### config.mk
export PLATFORM = sky130hd
export DESIGN_NAME = pkvx_div
export DESIGN_NICKNAME = d
export VERILOG_FILES = /design/src/rtl/pkvx_div.sv
export SDC_FILE = /design/constraint.sdc
export NUM_CORES = 1
export LEC_CHECK = 0
export ABC_AREA = 1
export BUFFER_PORTS_ARGS = -buffer_cell sky130_fd_sc_hd__buf_2
export CAP_MARGIN = 20
export CORE_ASPECT_RATIO = 0.9
export CORE_MARGIN = 2
export CORE_UTILIZATION = 54
export DETAILED_ROUTE_END_ITERATION = 8
export HOLD_SLACK_MARGIN = 0.1
export PLACE_DENSITY = 0.81
export SYNTH_ARGS = -nofsm -noshare
export SYNTH_HDL_FRONTEND = slang
export SYNTH_SLANG_ARGS = --single-unit
### constraint.sdc
create_clock -name clk -period 2.75 [get_ports clk]
set_clock_uncertainty 0.05 [all_clocks]
set_input_delay 0.4125 -clock clk [delete_from_list [all_inputs] [get_ports clk]]
set_output_delay 0.4125 -clock clk [all_outputs]
set_load 0.005 [all_outputs]
### src/rtl/pkvx_div.sv
// ---------------------------------------------------------------------------
// pkvx_div
// Restoring divider, 32-bit dividend by 17-bit divisor, one quotient bit
// per cycle. Done is registered and pulses in the cycle after the last step.
// ---------------------------------------------------------------------------
module pkvx_div (
  input  logic        clk,
  input  logic        rst_n,
  input  logic        go,
  input  logic [31:0] dividend,
  input  logic [16:0] divisor,
  output logic        done,
  output logic [31:0] quotient,
  output logic [16:0] remainder
);

  logic [31:0] dvd_r, dvd_nxt;
  logic [16:0] rem_r, rem_nxt;
  logic [16:0] dvs_r;
  logic [5:0]  cnt_r, cnt_nxt;
  logic        run_r, run_nxt;
  logic        done_r, done_nxt;
  logic [17:0] trial;

  // one restoring step; go loads the operands and idle holds them
  always_comb begin
    trial    = {rem_r, dvd_r[31]};
    dvd_nxt  = {dvd_r[30:0], 1'b0};
    rem_nxt  = trial[16:0];
    cnt_nxt  = cnt_r;
    run_nxt  = run_r;
    done_nxt = 1'b0;
    if (go) begin
      dvd_nxt = dividend;
      rem_nxt = '0;
      cnt_nxt = '0;
      run_nxt = 1'b1;
    end else if (run_r) begin
      if (trial >= {1'b0, dvs_r}) begin
        rem_nxt    = 17'(trial - {1'b0, dvs_r});
        dvd_nxt[0] = 1'b1;
      end
      cnt_nxt = 6'(cnt_r + 6'd1);
      if (cnt_r == 6'd31) begin
        run_nxt  = 1'b0;
        done_nxt = 1'b1;
      end
    end else begin
      dvd_nxt = dvd_r;
      rem_nxt = rem_r;
    end
  end

  always_ff @(posedge clk) begin
    if (!rst_n) begin
      run_r  <= 1'b0;
      done_r <= 1'b0;
      cnt_r  <= '0;
    end else begin
      run_r  <= run_nxt;
      done_r <= done_nxt;
      cnt_r  <= cnt_nxt;
    end
  end

  always_ff @(posedge clk) begin
    dvd_r <= dvd_nxt;
    rem_r <= rem_nxt;
    if (go) dvs_r <= divisor;
  end

  assign done      = done_r;
  assign quotient  = dvd_r;
  assign remainder = rem_r;

endmodule

==> impl_results.md, run 1 <==
- Synth area leader: edfxtp_1
- Syn Nets: 605
- Critical path type: reg -> reg
- Most frequent cells after synthesis: nand2_1 (222), inv_1 (74), edfxtp_1 (49)
- Global-route wire length before repair: 16.6 mm
- 1st-iter DRT viols: 183
- Buffers on Ports: 101
- Largest family of logic cells by synthesized area: simple AND/OR/NAND/NOR gates
- Final worst path period share: 0.913
- N_diodes: 0
- Fmax: 0.398 GHz
- Post-synth EDFFs: 49
- Crit path max-delay cell type: fa_1
- Status: finished clean
- Width of the die: 96.6 µm
- Post-synth top flop: edfxtp_1
- # rows: 30
- Vias in the first global route: 3734
- Synth Instances: 534
- TritonCTS buffer count: 9
- Routed len/inst: 13.2 µm
- DRC viols: 0
- 1st-pass router iterations: 5
- Hold Crit Class: in -> reg
- Post-route setup slack: 0.239 ns
- RSZ-0062 raised after global routing: false
- Post-CTS setup buffers: 0
- Max-slew violation count: 0
- RR Startpoint: quotient[31]
- Total Routing Usage GR: 0.256
- Setup crit start kind: flop
- Hold Vio Cnt, Final: 0
- Vias per inst: 5.15
- Synth top area cells: edfxtp_1 (35%), nand2_1 (20%), dfxtp_1 (12%)
- Setup WS pre-CTS: 0.264 ns
- Nets: 708
- Post-synthesis sequential area ratio: 0.473
- Drt total wl: 9.77 mm
- Period minus WS final: 2.51 ns
- Final setup viols: 0
- Post-synthesis simple-gate area fraction: 0.322
- # hold bufs at CTS: 0
- Share of the synthesized area in the top cell type: 0.353
- Root Buffer: clkbuf_8
- Largest net degree at the start of global routing: 38
- Seq cells post-synth: 74
- Initial Util: 0.555
- Setup TNS: 0 ns
- Detailed Place HPWL: 7.22 mm
- R2R Path End: remainder[3]
- Clk Latency, worst-skew pair: 0.35 ns
- Worst hold start: divisor[14]
- Post-Synth Adder-Cell Area: 0.0589
- GRT Residual Overflow: 0
- Compound-cell area share of the yosys netlist: 0.0345
- H-Tree Depth: 3
- Clock transition at the registers of the reported paths: 0.08 ns
- Share of cells above drive strength 1: 0.202
- Count leader, synth: nand2_1
- Layout area overhead: 18.9%
- Delay of the slowest critical-path stage: 0.44 ns
- Max_slew headroom: 0.652
- XOR/XNOR Fraction of Synth Area: 0.0168
- Vias: 3804
- GP Congestion: 0.930
- Hold EP: dvs_r[14]
- Antenna viol nets, final: 0
- Hold Path Stages: 1
- Die area: 8440 µm²
- R2r worst-path depth: 11
- PostCTS Resize Cnt: 0
- Distinct cells, synth: 28
- Max-Cap Viols: 0
- CP Cell Sequence: inv_1 > ha_1 > inv_1 > fa_1 > nand3_1 > nand3_2 > nand2_2 > nand2_2 > nand2_1 > nand3_1 > o21ai_0
- Worst EP required: 2.97 ns
- Initial antenna violation count: 0
- Leak Pwr: 2.65 nW
- VDD IR-drop max: 0.422 mV
- Synth warn: 0
- Core area: 7510 µm²
- Crit path DAT: 2.73 ns
- Async set-reset flop share out of synthesis: 0
- CTS tree: built
- DIE HEIGHT: 87.3 µm
- I/O Pins: 102
- CTS sink cnt: 74
- Largest fanout on the critical path: 20
- Slew of the pin with the lowest slew margin: 0.522 ns
- Multiplexer share of the synthesized area: 0
- CP Capture Type: flop
- CTS max path bufs: 2
- R2R setup slack: 0.24 ns
- Pwr/cell area: 521 nW/µm²
- Netlist Area Pre-Place: 4170 µm²
- Avg Inst Size Synth: 7.80 µm²
-- kinds of logic after synthesis --
family / Yosys count
adder cells (fa/ha/maj): 19
buffers and inverters: 90
AND/OR/NAND/NOR: 315
XOR/XNOR: 8
AO/OA/AOI/OAI: 28
flip-flops: 74
-- sequential cells by signal, summed over array words and instances (netlist names) --
name	count
quotient	32
dvs_r	17
remainder	17
cnt_r	6
done	1
run_r	1
-- where the power goes --
part	leakage [nW]	internal [W]	switching, W
clock network	0.107	0.000515	0.000427
registers	0.697	0.00127	0.0000387
logic	1.85	0.000133	0.000193
-- worst max path at each step --
stage	startpoint	endpoint	slack, ns
after CTS	quotient[31]	remainder[3]	0.25
after global placement	quotient[31]	remainder[10]	0.45
after global routing	quotient[31]	remainder[11]	0.02
final	quotient[31]	remainder[3]	0.24
after detailed placement	quotient[31]	remainder[3]	0.26
after floorplan	quotient[31]	quotient[0]	0.76
-- per-stage QoR --
step / instance area [µm²] / power, W / std cells / util / hold slack (ns)
4_1_cts: 4950 / 0.00260 / 738 / 0.660 / 0.163
2_1_floorplan: 4170 / 0.00151 / 534 / - / 0.393
3_5_place_dp: 4740 / 0.00166 / 722 / 0.631 / 0.424
3_3_place_gp: 4740 / 0.00165 / 722 / 0.631 / 0.410
5_1_grt: 4950 / 0.00269 / 738 / 0.660 / 0.153
6_report: 4950 / 0.00258 / 738 / 0.660 / 0.181
-- critical path, delay by kind of cell (launching register included) --
kind	cells	cell delay [ns]
adders and majority gates	2	0.58
buffers and inverters	2	0.16
DFF	1	0.39
and+or+nand+nor	6	1.14
AOI/OAI and AO/OA	1	0.10
-- routing by layer --
metal / up-vias / wire [µm] / track usage
li1: 1900 / - / -
met1: 1741 / 4220 / 0.321
met2: 149 / 4620 / 0.427
met3: 14 / 780 / 0.0753
met4: 0 / 154 / 0.0807
met5: - / 0 / 0
-- area by class of cell --
cell class	count	area (µm²)
clock buffer	10	128
multi-input combinational	370	1800
clock inverter	6	90.1
tap	96	120
inverter	75	282
timing repair buffer	107	563
fill	637	2550
sequential	74	1970
-- cell usage in the layout (no fill, tap or decap), types with 2 or more instances in the layout --
cell type,count
a21oi_1,16
and2_1,2
buf_2,101
buf_4,5
bufinv_16,2
clkbuf_8,9
dfxtp_1,25
edfxtp_1,49
ha_1,18
inv_1,74
nand2_1,222
nand2_2,3
nand3_1,47
nand3b_1,10
nand4_1,3
nor2_1,16
nor2_2,3
nor3_1,6
o21ai_0,10
xnor2_1,8
Power figures use the tool's default switching activity.
==> run 2: changes to the inputs <==
CORE_UTILIZATION = 56   (was 54)
CTS_BUF_LIST = sky130_fd_sc_hd__clkbuf_8   (was not set)
PLACE_DENSITY = 0.83   (was 0.81)
==> run 2 against run 1 <==
Net effect: final cell count is 0.41% lower; sequential share of layout area about the same; via count fell by 1.0%; wire length rose by 1.1%; clock-buffer cell count shrank 1; critical path depth stayed put; utilization rose by 3.3 points; hold slack worse by 0.0082 ns; critical path type unchanged.
==> impl_results.md, run 2 (synthesis gave the netlist of run 1 again) <==
- CTS max path bufs: 2
- Commonest cells after routing, fill and taps aside: nand2_1 (222), buf_2 (101), inv_1 (76), edfxtp_1 (49), nand3_1 (47)
- DRC viols: 0
- Layout area overhead: 18.9%
- Total Routing Usage GR: 0.258
- GP Congestion: 0.912
- Worst EP required: 2.97 ns
- Final worst path period share: 0.888
- Pwr/cell area: 535 nW/µm²
- Post-CTS setup buffers: 0
- Top delay family on crit path: simple AND/OR/NAND/NOR gates
- Delay of the slowest critical-path stage: 0.43 ns
- TritonCTS buffer count: 9
- Routed len/inst: 13.4 µm
- Width of the die: 94.9 µm
- Commonest non-fill, non-tap cell in the layout: nand2_1
- Max reg flops: 32
- Leak Pwr: 2.67 nW
- Vias in the first global route: 3644
- H-Tree Depth: 3
- Status: finished clean
- Crit path max-delay cell type: fa_1
- Setup crit start kind: flop
- Clock transition at the registers of the reported paths: 0.09 ns
- Clk Latency, worst-skew pair: 0.36 ns
- Internal cell power: 0.00200 W
- Max-Cap Viols: 0
- N_diodes: 0
- VDD IR-drop max: 0.417 mV
- Fillers: 592
- Nets: 708
- Sequential Power Share: 0.494
- Initial antenna violation count: 0
- 1st-iter DRT viols: 214
- CP Cell Sequence: inv_1 > ha_1 > inv_1 > fa_1 > nand3_1 > nand3_2 > nand2_2 > nand2_2 > nand2_1 > nand3_1 > o21ai_0
- Global-route wire length before repair: 16.4 mm
- CTS tree: built
- Final setup viols: 0
- Detailed Place HPWL: 7.18 mm
- Period minus WS final: 2.44 ns
- PostCTS Resize Cnt: 0
- RSZ-0062 raised after global routing: false
- DIE HEIGHT: 85.8 µm
- Max_slew headroom: 0.667
- 1st-pass router iterations: 5
- # hold bufs at CTS: 0
- Drt total wl: 9.88 mm
- Buffers on Ports: 101
- Clock power frac: 0.383
- Hold Vio Cnt, Final: 0
- Logic pwr share: 0.123
- GRT Residual Overflow: 0
- Die area: 8150 µm²
- Share of cells above drive strength 1: 0.201
- I/O Pins: 102
- Vias: 3766
- Multi-input gate area: 1800 µm²
- Critical path type: reg -> reg
- CP Capture Type: flop
- P_sw: 0.000650 W
- CTS sink cnt: 74
- Crit path DAT: 2.66 ns
- Core area: 7150 µm²
- Buf+Inv Stages, Crit Path: 2
- FF/Latch Area: 1970 µm²
- Setup TNS: 0 ns
- Post-layout total power: 0.00265 W
- Antenna viol nets, final: 0
- Initial Util: 0.583
- # rows: 29
- Vias per inst: 5.12
- Max-slew violation count: 0
- Root Buffer: clkbuf_8
- Largest net degree at the start of global routing: 44
- Slew of the pin with the lowest slew margin: 0.499 ns
- R2R setup slack: 0.31 ns
- Fmax: 0.410 GHz
- Hold Crit Class: in -> reg
- Largest fanout on the critical path: 20
- Sw frac: 0.245
==> run 2: cell types whose count changed in the layout (fill, tap and decap cells not counted) <==
cell        change
buf_4           +1
buf_12          -1
clkbuf_1        -1
bufinv_16       +1
inv_6           -1
clkinvlp_4      -1
inv_1           +2
==> run 2: worst reg2reg max path, delay by kind of cell (launching register included) <==
family	cells	cell delay (ns)
buffers and inverters	2	0.16
AOI/OAI and AO/OA	1	0.10
and+or+nand+nor	6	1.12
adders and majority gates	2	0.57
DFF	1	0.39
==> run 2: cell type report <==
type / count / share of cell area
multi-input cells: 370 / 0.363
well taps: 93 / 0.0235
inverters: 75 / 0.0568
clock buffers: 9 / 0.0250
repair buffers: 107 / 0.111
flip-flops and latches: 74 / 0.398
clock inverters: 7 / 0.0225
==> run 2: stage by stage <==
stage	cell area [µm²]	hold slack, ns	util	instances	setup WS (ns)
2_1_floorplan	4170	0.393	-	534	0.759
3_3_place_gp	4720	0.408	0.660	719	0.454
3_5_place_dp	4720	0.418	0.660	719	0.338
4_1_cts	4950	0.168	0.693	735	0.295
5_1_grt	4950	0.157	0.693	735	0.0235
6_report	4950	0.173	0.693	735	0.309
==> run 2: path summary, 6_finish.rpt <==
| path | from | endpoint | cells past startpoint |
|---|---|---|---|
| setup reg to reg | quotient[31] | remainder[4] | 11 |
| hold reg to reg | remainder[13] | remainder[13] | 2 |
| setup / recovery | quotient[31] | remainder[4] | 11 |
| hold / removal | divisor[7] | dvs_r[7] | 1 |
==> run 2: power groups by stage <==
stage / Clock (W) / Combinational [W] / Sequential [W]
after floorplan: 0 / 0.000181 / 0.00133
after global placement: 0 / 0.000313 / 0.00133
after detailed placement: 0 / 0.000325 / 0.00133
after CTS: 0.00102 / 0.000327 / 0.00131
after global routing: 0.00107 / 0.000364 / 0.00132
final: 0.00102 / 0.000326 / 0.00131
==> run 2: per-layer routing <==
metal	wire, µm	track usage
met3	815	0.0861
met2	4720	0.427
met5	0	0
met4	195	0.0909
met1	4150	0.316
